[src/rtl/kfll_pkg.sv]
`default_nettype none
package kfll_pkg;

  // line modes
  localparam logic [3:0] MODE_START    = 4'd0;
  localparam logic [3:0] MODE_SECT     = 4'd1;
  localparam logic [3:0] MODE_SECT_BAD = 4'd2;
  localparam logic [3:0] MODE_COMMENT  = 4'd3;
  localparam logic [3:0] MODE_BLANK    = 4'd4;
  localparam logic [3:0] MODE_KEY      = 4'd5;
  localparam logic [3:0] MODE_LOCALE   = 4'd6;
  localparam logic [3:0] MODE_PRE_EQ   = 4'd7;
  localparam logic [3:0] MODE_VAL_LEAD = 4'd8;
  localparam logic [3:0] MODE_VALUE    = 4'd9;

  // token kinds
  localparam logic [2:0] TOK_SECT    = 3'd0;
  localparam logic [2:0] TOK_KEY     = 3'd1;
  localparam logic [2:0] TOK_LOCALE  = 3'd2;
  localparam logic [2:0] TOK_VALUE   = 3'd3;
  localparam logic [2:0] TOK_COMMENT = 3'd4;
  localparam logic [2:0] TOK_EOL     = 3'd5;
  localparam logic [2:0] TOK_ERROR   = 3'd6;
  localparam logic [2:0] TOK_EOT     = 3'd7;

  // line kinds
  localparam logic [1:0] LINE_COMMENT = 2'd0;
  localparam logic [1:0] LINE_SECT    = 2'd1;
  localparam logic [1:0] LINE_KEYVAL  = 2'd2;

  // error codes
  localparam logic [1:0] ERR_NONE   = 2'd0;
  localparam logic [1:0] ERR_SYNTAX = 2'd1;
  localparam logic [1:0] ERR_ESCAPE = 2'd2;
  localparam logic [1:0] ERR_KEY    = 2'd3;

  // characters
  localparam logic [7:0] CH_NUL    = 8'h00;
  localparam logic [7:0] CH_LF     = 8'h0A;
  localparam logic [7:0] CH_EQ     = 8'h3D;
  localparam logic [7:0] CH_LBRK   = 8'h5B;
  localparam logic [7:0] CH_RBRK   = 8'h5D;
  localparam logic [7:0] CH_HASH   = 8'h23;
  localparam logic [7:0] CH_BSLASH = 8'h5C;
  localparam logic [7:0] CH_SPACE  = 8'h20;

  localparam logic [1:0] HDR_MIN = 2'h3;

  typedef struct packed {
    logic [7:0] text_byte;
    logic       end_of_text;
  } kfll_in_t;

  typedef struct packed {
    logic [2:0]  token_kind;
    logic [7:0]  out_byte;
    logic [1:0]  line_kind;
    logic [1:0]  fault_code;
    logic [15:0] line_number;
    logic        last_of_run;
  } kfll_out_t;

  // up to two words produced by one accepted input word
  typedef struct packed {
    logic      valid0;
    logic      valid1;
    kfll_out_t word0;
    kfll_out_t word1;
  } kfll_push_t;

  function automatic logic is_space(input logic [7:0] b);
    return (b == 8'h20) || (b == 8'h09) || (b == 8'h0A) || (b == 8'h0B) ||
           (b == 8'h0C) || (b == 8'h0D);
  endfunction

  function automatic logic is_key_char(input logic [7:0] b);
    return ((b >= 8'h61) && (b <= 8'h7A)) || ((b >= 8'h41) && (b <= 8'h5A)) ||
           ((b >= 8'h30) && (b <= 8'h39)) || (b == 8'h2D);
  endfunction

  // msb set means the escape letter is not recognised
  function automatic logic [8:0] decode_escape(input logic [7:0] b);
    logic [8:0] r;
    case (b)
      8'h73:   r = {1'b0, 8'h20};
      8'h74:   r = {1'b0, 8'h09};
      8'h6E:   r = {1'b0, 8'h0A};
      8'h72:   r = {1'b0, 8'h0D};
      8'h5C:   r = {1'b0, 8'h5C};
      default: r = {1'b1, 8'h00};
    endcase
    return r;
  endfunction

endpackage
`default_nettype wire

[src/rtl/key_file_line_lexer_unit.sv]
// key file line lexer
// in channel: one text byte per word (in_data_i.text_byte), or an end of text
// marker (in_data_i.end_of_text, or a zero byte); taken when in_valid_i and
// in_ready_o are both high
// out channel: tagged words (section, key, locale, value, comment chars, line
// end with its kind, error with its code, text end), each with the current
// line number; last_of_run marks the final word caused by one input word
// latency: the words for a byte are visible on out_valid_o from the cycle after
// it is taken; the lexer state updates in that same edge
// throughput: one input word per cycle while in_ready_o is high; each byte
// gives at most one word, the end of text gives up to two (line end or error,
// then text end), drained by a four-word output queue at one word per cycle
// with out_ready_i high; stalls: in_ready_o stays high while the queue has at
// least two free slots, so input keeps flowing while a word waits on out_ready_i
// after an error, bytes are swallowed until the end of text
// reset: lexer back to line start with line number one, queue empty
`default_nettype none
module key_file_line_lexer_unit #(
  parameter int unsigned LINE_COUNT_BITS = 16
) (
  input  wire logic                clk_i,
  input  wire logic                rst_ni,
  input  wire logic                in_valid_i,
  output logic                     in_ready_o,
  input  wire kfll_pkg::kfll_in_t  in_data_i,
  output logic                     out_valid_o,
  input  wire logic                out_ready_i,
  output kfll_pkg::kfll_out_t      out_data_o
);
  import kfll_pkg::*;

  logic       step;
  logic       pop;
  kfll_push_t push;

  // output queue
  kfll_out_t  q_mem [4];
  logic [1:0] wr_q, rd_q;
  logic [2:0] cnt_q, cnt_d;
  logic [1:0] wr_d;
  logic [1:0] n_push;

  // accept only with room for the two-word end of text case
  assign in_ready_o = (cnt_q < 3'd3);
  assign step       = in_valid_i && in_ready_o;

  kfll_core #(
    .LINE_COUNT_BITS(LINE_COUNT_BITS)
  ) u_core (
    .clk_i (clk_i),
    .rst_ni(rst_ni),
    .step_i(step),
    .in_i  (in_data_i),
    .push_o(push)
  );

  assign out_valid_o = (cnt_q != 3'd0);
  assign out_data_o  = q_mem[rd_q];
  assign pop         = out_valid_o && out_ready_i;

  assign n_push = {1'b0, push.valid0} + {1'b0, push.valid1};
  assign wr_d   = wr_q + n_push;
  assign cnt_d  = cnt_q + {1'b0, n_push} - {2'b00, pop};

  // word1 only ever follows word0
  always_ff @(posedge clk_i) begin
    if (push.valid0) begin
      q_mem[wr_q] <= push.word0;
    end
    if (push.valid1) begin
      q_mem[wr_q + 2'd1] <= push.word1;
    end
  end

  always_ff @(posedge clk_i or negedge rst_ni) begin
    if (!rst_ni) begin
      wr_q  <= 2'd0;
      rd_q  <= 2'd0;
      cnt_q <= 3'd0;
    end else begin
      wr_q  <= wr_d;
      cnt_q <= cnt_d;
      if (pop) begin
        rd_q <= rd_q + 2'd1;
      end
    end
  end

endmodule
`default_nettype wire

[src/rtl/kfll_core.sv]
`default_nettype none
module kfll_core #(
  parameter int unsigned LINE_COUNT_BITS = 16
) (
  input  wire logic               clk_i,
  input  wire logic               rst_ni,
  input  wire logic               step_i,
  input  wire kfll_pkg::kfll_in_t in_i,
  output kfll_pkg::kfll_push_t    push_o
);
  import kfll_pkg::*;

  localparam logic [LINE_COUNT_BITS-1:0] CountOne = {{(LINE_COUNT_BITS-1){1'b0}}, 1'b1};

  logic [3:0]                 mode_q, mode_d;
  logic [7:0]                 held_q, held_d;
  logic                       hv_q, hv_d;
  logic                       esc_q, esc_d;
  logic [1:0]                 hl_q, hl_d;
  logic [LINE_COUNT_BITS-1:0] cnt_q, cnt_d, cnt_inc;
  logic                       halt_q, halt_d;

  logic [LINE_COUNT_BITS+15:0] ext_q, ext_inc;
  logic [15:0]                 ln_q, ln_inc;

  logic [7:0] b;
  logic       is_end;
  logic [8:0] dec_held, dec_in;

  // end-of-line evaluation
  logic       eol_fail;
  logic [1:0] eol_code;
  logic       eol_emit;
  logic [1:0] eol_lk;

  // first result fields
  logic       v0;
  logic [2:0] k0;
  logic [7:0] by0;
  logic [1:0] lk0, ec0;
  logic       te_second;
  logic [15:0] te_ln;

  assign b        = in_i.text_byte;
  assign is_end   = in_i.end_of_text || (b == CH_NUL);
  assign dec_held = decode_escape(held_q);
  assign dec_in   = decode_escape(b);

  assign cnt_inc = (&cnt_q) ? cnt_q : cnt_q + CountOne;
  assign ext_q   = {16'h0000, cnt_q};
  assign ext_inc = {16'h0000, cnt_inc};
  assign ln_q    = ext_q[15:0];
  assign ln_inc  = ext_inc[15:0];

  always_comb begin
    eol_fail = 1'b0;
    eol_code = ERR_NONE;
    eol_emit = 1'b0;
    eol_lk   = LINE_COMMENT;
    case (mode_q)
      MODE_SECT, MODE_SECT_BAD: begin
        if ((hl_q < HDR_MIN) || !hv_q || (held_q != CH_RBRK)) begin
          eol_fail = 1'b1;
          eol_code = ERR_SYNTAX;
        end else if ((mode_q == MODE_SECT_BAD) || esc_q) begin
          eol_fail = 1'b1;
          eol_code = ERR_ESCAPE;
        end else begin
          eol_emit = 1'b1;
          eol_lk   = LINE_SECT;
        end
      end
      MODE_KEY, MODE_LOCALE, MODE_PRE_EQ: begin
        eol_fail = 1'b1;
        eol_code = ERR_SYNTAX;
      end
      MODE_VALUE: begin
        if (esc_q) begin
          eol_fail = 1'b1;
          eol_code = ERR_ESCAPE;
        end else begin
          eol_emit = 1'b1;
          eol_lk   = LINE_KEYVAL;
        end
      end
      MODE_VAL_LEAD: begin
        eol_emit = 1'b1;
        eol_lk   = LINE_KEYVAL;
      end
      MODE_COMMENT, MODE_BLANK: begin
        eol_emit = 1'b1;
      end
      default: begin
        // line start: an empty line at the end of the text gives nothing
        eol_emit = !is_end;
      end
    endcase
  end

  always_comb begin
    mode_d    = mode_q;
    held_d    = held_q;
    hv_d      = hv_q;
    esc_d     = esc_q;
    hl_d      = hl_q;
    cnt_d     = cnt_q;
    halt_d    = halt_q;
    v0        = 1'b0;
    k0        = TOK_SECT;
    by0       = 8'h00;
    lk0       = LINE_COMMENT;
    ec0       = ERR_NONE;
    te_second = 1'b0;
    te_ln     = ln_q;

    if (is_end) begin
      if (!halt_q && eol_fail) begin
        v0        = 1'b1;
        k0        = TOK_ERROR;
        ec0       = eol_code;
        te_second = 1'b1;
      end else if (!halt_q && eol_emit) begin
        v0        = 1'b1;
        k0        = TOK_EOL;
        lk0       = eol_lk;
        te_second = 1'b1;
        te_ln     = ln_inc;
      end
      mode_d = MODE_START;
      held_d = 8'h00;
      hv_d   = 1'b0;
      esc_d  = 1'b0;
      hl_d   = 2'd0;
      cnt_d  = CountOne;
      halt_d = 1'b0;
    end else if (!halt_q) begin
      if (b == CH_LF) begin
        if (eol_fail) begin
          v0     = 1'b1;
          k0     = TOK_ERROR;
          ec0    = eol_code;
          halt_d = 1'b1;
        end else begin
          v0     = 1'b1;
          k0     = TOK_EOL;
          lk0    = eol_lk;
          cnt_d  = cnt_inc;
          mode_d = MODE_START;
          held_d = 8'h00;
          hv_d   = 1'b0;
          esc_d  = 1'b0;
          hl_d   = 2'd0;
        end
      end else begin
        case (mode_q)
          MODE_SECT, MODE_SECT_BAD: begin
            // the header byte is held one step so that ']' can end it
            if (hv_q && (mode_q == MODE_SECT)) begin
              if (esc_q) begin
                esc_d = 1'b0;
                if (dec_held[8]) begin
                  mode_d = MODE_SECT_BAD;
                end else begin
                  v0  = 1'b1;
                  k0  = TOK_SECT;
                  by0 = dec_held[7:0];
                end
              end else if (held_q == CH_BSLASH) begin
                esc_d = 1'b1;
              end else begin
                v0  = 1'b1;
                k0  = TOK_SECT;
                by0 = held_q;
              end
            end
            held_d = b;
            hv_d   = 1'b1;
            if (hl_q < HDR_MIN) begin
              hl_d = hl_q + 2'd1;
            end
          end
          MODE_COMMENT: begin
            v0  = 1'b1;
            k0  = TOK_COMMENT;
            by0 = b;
          end
          MODE_BLANK: begin
            v0 = 1'b1;
            if (is_space(b)) begin
              k0  = TOK_COMMENT;
              by0 = b;
            end else begin
              k0     = TOK_ERROR;
              ec0    = ERR_SYNTAX;
              halt_d = 1'b1;
            end
          end
          MODE_KEY: begin
            if (is_key_char(b)) begin
              v0  = 1'b1;
              k0  = TOK_KEY;
              by0 = b;
            end else if (b == CH_LBRK) begin
              mode_d = MODE_LOCALE;
            end else if (b == CH_SPACE) begin
              mode_d = MODE_PRE_EQ;
            end else if (b == CH_EQ) begin
              mode_d = MODE_VAL_LEAD;
            end else begin
              v0     = 1'b1;
              k0     = TOK_ERROR;
              ec0    = ERR_KEY;
              halt_d = 1'b1;
            end
          end
          MODE_LOCALE: begin
            if (b == CH_RBRK) begin
              mode_d = MODE_PRE_EQ;
            end else begin
              v0  = 1'b1;
              k0  = TOK_LOCALE;
              by0 = b;
            end
          end
          MODE_PRE_EQ: begin
            if (b == CH_EQ) begin
              mode_d = MODE_VAL_LEAD;
            end else if (b != CH_SPACE) begin
              v0     = 1'b1;
              k0     = TOK_ERROR;
              ec0    = ERR_KEY;
              halt_d = 1'b1;
            end
          end
          MODE_VAL_LEAD, MODE_VALUE: begin
            if (!((mode_q == MODE_VAL_LEAD) && (b == CH_SPACE))) begin
              mode_d = MODE_VALUE;
              if (esc_q) begin
                esc_d = 1'b0;
                v0    = 1'b1;
                if (dec_in[8]) begin
                  k0     = TOK_ERROR;
                  ec0    = ERR_ESCAPE;
                  halt_d = 1'b1;
                end else begin
                  k0  = TOK_VALUE;
                  by0 = dec_in[7:0];
                end
              end else if (b == CH_BSLASH) begin
                esc_d = 1'b1;
              end else begin
                v0  = 1'b1;
                k0  = TOK_VALUE;
                by0 = b;
              end
            end
          end
          default: begin
            if (b == CH_LBRK) begin
              mode_d = MODE_SECT;
              hl_d   = 2'd1;
              hv_d   = 1'b0;
              esc_d  = 1'b0;
            end else if (b == CH_HASH) begin
              mode_d = MODE_COMMENT;
              v0     = 1'b1;
              k0     = TOK_COMMENT;
              by0    = b;
            end else if (is_space(b)) begin
              mode_d = MODE_BLANK;
              v0     = 1'b1;
              k0     = TOK_COMMENT;
              by0    = b;
            end else if (is_key_char(b)) begin
              mode_d = MODE_KEY;
              v0     = 1'b1;
              k0     = TOK_KEY;
              by0    = b;
            end else begin
              v0     = 1'b1;
              k0     = TOK_ERROR;
              ec0    = ERR_SYNTAX;
              halt_d = 1'b1;
            end
          end
        endcase
      end
    end
  end

  // text end goes first when no line result comes before it
  always_comb begin
    push_o = '0;
    if (step_i) begin
      if (is_end && !te_second) begin
        push_o.valid0 = 1'b1;
        push_o.word0  = '{token_kind: TOK_EOT, out_byte: 8'h00, line_kind: LINE_COMMENT,
                          fault_code: ERR_NONE, line_number: ln_q, last_of_run: 1'b1};
      end else begin
        push_o.valid0 = v0;
        push_o.valid1 = te_second;
        push_o.word0  = '{token_kind: k0, out_byte: by0, line_kind: lk0,
                          fault_code: ec0, line_number: ln_q, last_of_run: !te_second};
        push_o.word1  = '{token_kind: TOK_EOT, out_byte: 8'h00, line_kind: LINE_COMMENT,
                          fault_code: ERR_NONE, line_number: te_ln, last_of_run: 1'b1};
      end
    end
  end

  always_ff @(posedge clk_i or negedge rst_ni) begin
    if (!rst_ni) begin
      mode_q <= MODE_START;
      held_q <= 8'h00;
      hv_q   <= 1'b0;
      esc_q  <= 1'b0;
      hl_q   <= 2'd0;
      cnt_q  <= CountOne;
      halt_q <= 1'b0;
    end else if (step_i) begin
      mode_q <= mode_d;
      held_q <= held_d;
      hv_q   <= hv_d;
      esc_q  <= esc_d;
      hl_q   <= hl_d;
      cnt_q  <= cnt_d;
      halt_q <= halt_d;
    end
  end

endmodule
`default_nettype wire
[config.mk]
export PLATFORM = sky130hd
export DESIGN_NAME = key_file_line_lexer_unit
export DESIGN_NICKNAME = d
export VERILOG_FILES = /design/src/rtl/kfll_pkg.sv /design/src/rtl/key_file_line_lexer_unit.sv /design/src/rtl/kfll_core.sv
export SDC_FILE = /design/constraint.sdc
export NUM_CORES = 1
export LEC_CHECK = 0
export BUFFER_PORTS_ARGS = -buffer_cell sky130_fd_sc_hd__clkbuf_2
export CAP_MARGIN = 20
export CORE_UTILIZATION = 50
export DETAILED_ROUTE_END_ITERATION = 8
export GPL_ROUTABILITY_DRIVEN = 0
export HOLD_SLACK_MARGIN = 0.1
export PLACE_DENSITY = 0.67
export SYNTH_ARGS = -nofsm -noshare
export SYNTH_HDL_FRONTEND = slang
export SYNTH_SLANG_ARGS = --single-unit
[constraint.sdc]
create_clock -name clk_i -period 8.4 [get_ports clk_i]
set_input_delay 2.52 -clock clk_i [delete_from_list [all_inputs] [get_ports clk_i]]
set_output_delay 2.52 -clock clk_i [all_outputs]
set_load 0.05 [all_outputs]
==> flow_metrics.py, run 1 <==
metrics = {
    "cells_and_area": {
        "drive_gt1_share_pct": 14.94,
        "nets": 1086,
        "mostFrequentLayoutCells": "103 x nand2_1, 80 x edfxtp_1, 75 x nand3_1",
        "fill_cells": 1797,
        "stdcell_count": 1348,
        "post-route-util_pct": 55.63,
        "multi_input_comb_area_mm2": 0.005525,
        "layout_commonest_cell": "nand2_1",
        "antenna_cells": 0,
        "synthToLayoutAreaGrowth_pct": 8.917,
        "register_area_mm2": 0.004367,
    },
    "placement": {
        "dpl.hpwl_um": 20910,
        "dp.cells": 1314,
        "io_buffers": 46,
    },
    "global_routing": {
        "overflow": 0,
        "grt_pass1_vias": 8275,
        "grt_max_degree": 41,
        "antenna_found_initial": 0,
        "grt_usage_pct": 28.92,
        "grt_first_pass_wirelength_um": 47700,
    },
    "sta": {
        "hold_viol_final": 0,
        "slew_violations": 0,
        "tightest_slew_ps": 1066,
        "tns_ps": 0,
        "setup-violations-final": 0,
        "clock_skew_ps": 14.59,
        "rsz0062_at_grt": "false",
        "period_needed_ps": 6294,
        "relSlewSlack_pct": 28.67,
        "fmax_mhz": 158.9,
        "min_period_over_period_pct": 74.93,
        "hold_ws_ps": 465.1,
    },
    "synth": {
        "synth_cells": 1072,
        "synth_seq_area_share_pct": 42.10,
        "ys.flop_type": "edfxtp_1",
        "avgSynthCellArea_um2": 9.672,
        "synth_edf_count": 80,
        "synthDistinctLibCells": 91,
        "synth_nets": 1093,
        "async_reset_ff_share_pct": 23.81,
        "netlist_area_mm2": 0.01037,
        "ys.warnings.count": 0,
        "synth_seq_cells": 168,
    },
    "detailed_routing": {
        "vias": 9073,
        "met2_length_um": 13350,
        "wl_met3_um": 3188,
        "routedWlPerCell_um": 22.50,
        "drtIter0Drc": 1360,
        "top_layer": "met4",
        "via_per_inst": 6.731,
        "routed_wl_um": 30330,
        "drcViolationCount": 0,
        "postRouteAntennaNets": 0,
        "m1WireLength_um": 13220,
        "firstDrtPassIters": 6,
    },
    "clock_tree": {
        "cts.clk_slew.worst_paths_ps": 80,
        "cts_tree": "yes",
        "cts_resized": 0,
        "htreeDepth": 4,
        "cts.sinks": 168,
        "clockRootBuffer": "clkbuf_16",
        "clk_path_buf_depth": 2,
        "cts_buffers": 17,
        "insertion_delay_ps": 440,
        "post_cts_buffers": 0,
        "ctsHoldBuffers": 0,
    },
    "job": {
        "cap_violations": 0,
    },
    "setup_path": {
        "crit_type": "in -> reg",
        "start_kind": "input pin",
        "end_kind": "flip-flop",
        "crit_fanout": 20,
        "worstPathArrival_ps": 6620,
        "r2r_cells": 15,
        "required_ps": 8730,
    },
    "power_and_ir_drop": {
        "pwr_density_cell_mw_per_mm2": 311.5,
        "p_switching_mw": 1.603,
        "vdd_drop_max_mv": 0.1904,
        "switching_share_pct": 45.57,
        "clkPwrFrac_pct": 22.9,
        "internal_power_mw": 1.914,
        "p_seq_share_pct": 33.3,
        "cellLeakagePower_nw": 4.304,
        "finalPower_mw": 3.517,
        "p_comb_share_pct": 43.8,
    },
    "die": {
        "die_x_um": 146.0,
        "rows": 52,
        "die_height_um": 146.0,
        "io_pins": 47,
        "start_util_pct": 51.08,
        "fp.dieArea_mm2": 0.02132,
        "core-area_mm2": 0.02030,
    },
    "hold_path": {
        "hold_class": "reg -> reg",
        "hold_depth": 2,
    },
    "outcome": {
        "outcome": "completed",
    },
}
## worst max-delay path, stage by stage
cell and delay [ps]:
clkbuf_2 250, nand3b_1 300, nor4_2 810, nor4_1 230, or3_1 470, a211oi_2 160
buf_4 260, nor2_1 80, ha_1 330, inv_1 50, ha_1 260, inv_1 60
ha_1 130, inv_1 50, fa_1 370, xor2_1 160, xnor2_1 120
## power groups by stage
stage / Sequential (mW) / Clock [mW] / Combinational (mW)
CTS: 1.16 / 0.808 / 1.52
detailed placement: 1.18 / 0 / 1.52
global route: 1.19 / 0.850 / 1.65
floorplan: 1.06 / 0 / 1.27
global placement: 1.18 / 0 / 1.51
finish: 1.17 / 0.804 / 1.54
## worst paths after layout
check	end	slack, ps	start
setup / recovery	cnt_q[2]	2110	in_data_i[3]
hold / removal	q_mem[1][26]	470	q_mem[1][26]
setup reg to reg	cnt_q[2]	3770	u_core.mode_q[3]
hold reg to reg	q_mem[1][26]	470	q_mem[1][26]
max in group asynchronous	rd_q[0]	5820	rst_ni
min in group asynchronous	u_core.held_q[4]	2150	rst_ni
## area by class of cell
cell class,instances,area share [%]
Clock buffer,17,3.767
Sequential cell,168,38.67
Multi-Input combinational cell,793,48.93
Inverter,20,0.6647
Tap cell,270,2.991
Clock inverter,15,1.529
Timing Repair Buffer,65,3.457
## registers in the layout, indices dropped and copies added, names as in the netlist
signal	cells
u_core.mode_q	4
u_core.esc_q	1
q_mem	128
u_core.cnt_q	16
rd_q	2
u_core.held_q	8
wr_q	2
cnt_q	3
u_core.hl_q	2
u_core.hv_q	1
u_core.halt_q	1
## synth_stat cells (4+ instances only)
cell type | count | area (um^2)
nand2_1 | 103 | 386.6
edfxtp_1 | 80 | 2402
nand3_1 | 75 | 375.4
clkbuf_1 | 70 | 262.8
o21ai_0 | 55 | 275.3
nor2_1 | 51 | 191.4
dfxtp_1 | 48 | 960.9
nor3_1 | 46 | 230.2
dfrtp_1 | 39 | 975.9
a21oi_1 | 38 | 190.2
mux4_2 | 32 | 720.7
mux2i_1 | 31 | 310.3
o22ai_1 | 29 | 181.4
or3_1 | 23 | 143.9
a21o_1 | 20 | 150.1
inv_1 | 19 | 71.32
and3_1 | 17 | 106.4
a22o_1 | 14 | 122.6
a211oi_1 | 13 | 97.59
o31ai_1 | 13 | 97.59
a211o_1 | 12 | 105.1
a31oi_1 | 12 | 75.07
and2_1 | 12 | 75.07
nand2b_1 | 12 | 75.07
nand4_1 | 11 | 68.82
buf_2 | 10 | 50.05
nor2b_1 | 10 | 62.56
a32o_1 | 9 | 90.09
nand3b_1 | 9 | 67.56
o211ai_1 | 9 | 67.56
o21ai_1 | 9 | 45.04
nor4_1 | 8 | 50.05
o2bb2ai_1 | 8 | 70.07
a21boi_0 | 7 | 52.55
ha_1 | 7 | 87.58
xnor2_1 | 6 | 52.55
a2111oi_0 | 5 | 43.79
o221ai_1 | 5 | 43.79
buf_1 | 4 | 15.01
buf_6 | 4 | 45.04
xor2_1 | 4 | 35.03
## per-layer routing
layer  track usage, %  up-vias
met5                0        -
met4            6.771        0
met3            5.674       55
met2            42.68      525
met1            43.65     4375
li1                 -     4118
## stage by stage
stage	worst slack [ps]	area (um^2)
final	2106	11290
after global routing	1778	11290
after CTS	2170	11260
after detailed placement	1702	10660
after global placement	1775	10660
after floorplan	2278	10370
## kinds of logic (layout without fill, tap and decap cells)
logic type,Yosys count,after routing,share of synthesized area (%)
mux,66,66,10.27
flops,168,168,42.10
buf+inv,111,117,4.609
compound gates,298,298,20.28
xor+xnor,10,10,0.8447
simple gates,411,411,20.85
fa+ha+maj,8,8,1.038
Note: power is estimated with default switching activity, not from simulation.
==> run 2: changes to the inputs <==
Settings changed: PLACE_DENSITY 0.67 to 0.7.
Clock period 8.4 ns to 5.3 ns, I/O delays scaled along.
==> run 2 against run 1 <==
First-iteration DRC count rose by 0.59%. Critical path depth did not move. Sequential power rose by 66%. Sequential share of layout area fell by 1.1 points. Wire length rose by 1.6%. Largest power group unchanged. Utilization rose by 1.6 points.
==> flow_metrics.py, run 2 (synthesis results as in run 1) <==
metrics = {
    "detailed_routing": {
        "postRouteAntennaNets": 0,
        "via_per_inst": 6.687,
        "routedWlPerCell_um": 22.20,
        "drcViolationCount": 0,
        "drtIter0Drc": 1368,
        "vias": 9281,
        "routed_wl_um": 30810,
        "firstDrtPassIters": 7,
    },
    "clock_tree": {
        "post_cts_buffers": 0,
        "ctsHoldBuffers": 0,
        "cts.sinks": 168,
        "cts_resized": 0,
        "clockRootBuffer": "clkbuf_16",
        "insertion_delay_ps": 460,
        "cts.clk_slew.worst_paths_ps": 90,
        "clk_path_buf_depth": 2,
        "htreeDepth": 4,
        "cts_buffers": 17,
        "cts_tree": "yes",
    },
    "global_routing": {
        "grt_max_degree": 41,
        "antenna_found_initial": 0,
        "overflow": 0,
        "grt_pass1_vias": 8609,
        "grt_first_pass_wirelength_um": 48660,
        "grt_usage_pct": 29.39,
    },
    "power_and_ir_drop": {
        "cellLeakagePower_nw": 4.496,
        "pwr_density_cell_mw_per_mm2": 492.7,
        "finalPower_mw": 5.727,
        "vdd_drop_max_mv": 0.2716,
    },
    "cells_and_area": {
        "reg_top3": "q_mem (128), u_core.cnt_q (16), u_core.held_q (8)",
        "drive_gt1_share_pct": 17.98,
        "fill_cells": 1754,
        "synthToLayoutAreaGrowth_pct": 12.12,
        "post-route-util_pct": 57.27,
        "mostFrequentLayoutCells": "103 x nand2_1, 80 x edfxtp_1, 75 x nand3_1",
        "register_area_mm2": 0.004367,
        "multi_input_comb_area_mm2": 0.005525,
        "stdcell_count": 1388,
        "layout_commonest_cell": "nand2_1",
        "nets": 1126,
        "largest_reg_flops": 128,
        "regMostFlops": "q_mem",
        "antenna_cells": 0,
    },
    "hold_path": {
        "min_to": "q_mem[1][28]",
        "hp-start": "q_mem[1][28]",
        "hold_depth": 2,
        "hold_class": "reg -> reg",
    },
    "placement": {
        "dp.cells": 1356,
        "dpl.hpwl_um": 21440,
        "io_buffers": 46,
    },
    "sta": {
        "slew_violations": 0,
        "tns_ps": 0,
        "fmax_mhz": 204.9,
        "relSlewSlack_pct": 24.62,
        "min_period_over_period_pct": 92.07,
        "hold_ws_ps": 461.7,
        "tightest_slew_ps": 1117,
        "setup-violations-final": 0,
        "period_needed_ps": 4879,
        "rsz0062_at_grt": "false",
        "hold_viol_final": 0,
        "clock_skew_ps": 29.25,
    },
    "die": {
        "core-area_mm2": 0.02030,
        "io_pins": 47,
        "rows": 52,
        "die_x_um": 146.0,
        "fp.dieArea_mm2": 0.02132,
        "start_util_pct": 51.08,
        "die_height_um": 146.0,
    },
    "job": {
        "cap_violations": 0,
    },
    "outcome": {
        "outcome": "completed",
    },
    "setup_path": {
        "required_ps": 5620,
        "crit_type": "in -> reg",
        "reg2reg_slack_ps": 1320,
        "worstPathArrival_ps": 5200,
        "r2r-end": "cnt_q[2]",
        "crit_fanout": 2,
        "r2r_start": "u_core.mode_q[3]",
        "start_kind": "input pin",
        "end_kind": "flip-flop",
        "r2r_cells": 14,
    },
}
[run 2: worst max-delay path by stage]
stage | from | end | slack, ps | depth (start not counted)
after floorplan | in_data_i[3] | cnt_q[2] | 110 | 17
after global placement | in_data_i[1] | cnt_q[2] | 30 | 17
after detailed placement | in_data_i[1] | cnt_q[2] | 10 | 17
after CTS | in_data_i[1] | cnt_q[2] | 450 | 17
after global routing | in_data_i[1] | cnt_q[2] | 80 | 17
final | in_data_i[1] | cnt_q[2] | 420 | 17
[run 2: through the flow]
step	area, um^2	setup WS [ps]
finish	11620	420.5
global route	11620	78.02
CTS	11620	450.4
detailed placement	10990	11.52
global placement	10980	31.51
floorplan	10370	107.9
[run 2: routing by layer]
metal / routed length, um / share of wire [%] / GRT usage, %
met5: 0 / 0 / 0
met3: 3481 / 11 / 7.022
met2: 13660 / 44 / 43.97
met4: 832 / 2.7 / 11.09
met1: 12840 / 42 / 41.35
[run 2: power by group]
part	internal [mW]	leakage, nW	total, mW	switching, mW
sequential	1.58	1.68	1.94	0.364
combinational	0.884	2.52	2.46	1.58
clock	0.659	0.304	1.32	0.663
total	3.12	4.50	5.73	2.61
[run 2: area by class of cell]
type	count	share of cell area, %
multi-input combinational	793	47.53
timing repair buffer	105	5.898
sequential	168	37.56
clock buffer	17	3.659
clock inverter	15	1.797
inverter	20	0.6458
tap	270	2.906
[run 2: critical path: stages]
cell and delay, ps:
clkbuf_2 90, or4_4 530, a2111oi_0 420, buf_4 190, o21ai_0 120, or3_1 440, a211oi_2 260, nor2_1 80
ha_1 300, inv_1 40, ha_1 260, inv_1 50, ha_1 130, inv_1 50, fa_1 370, xor2_1 160
xnor2_1 130
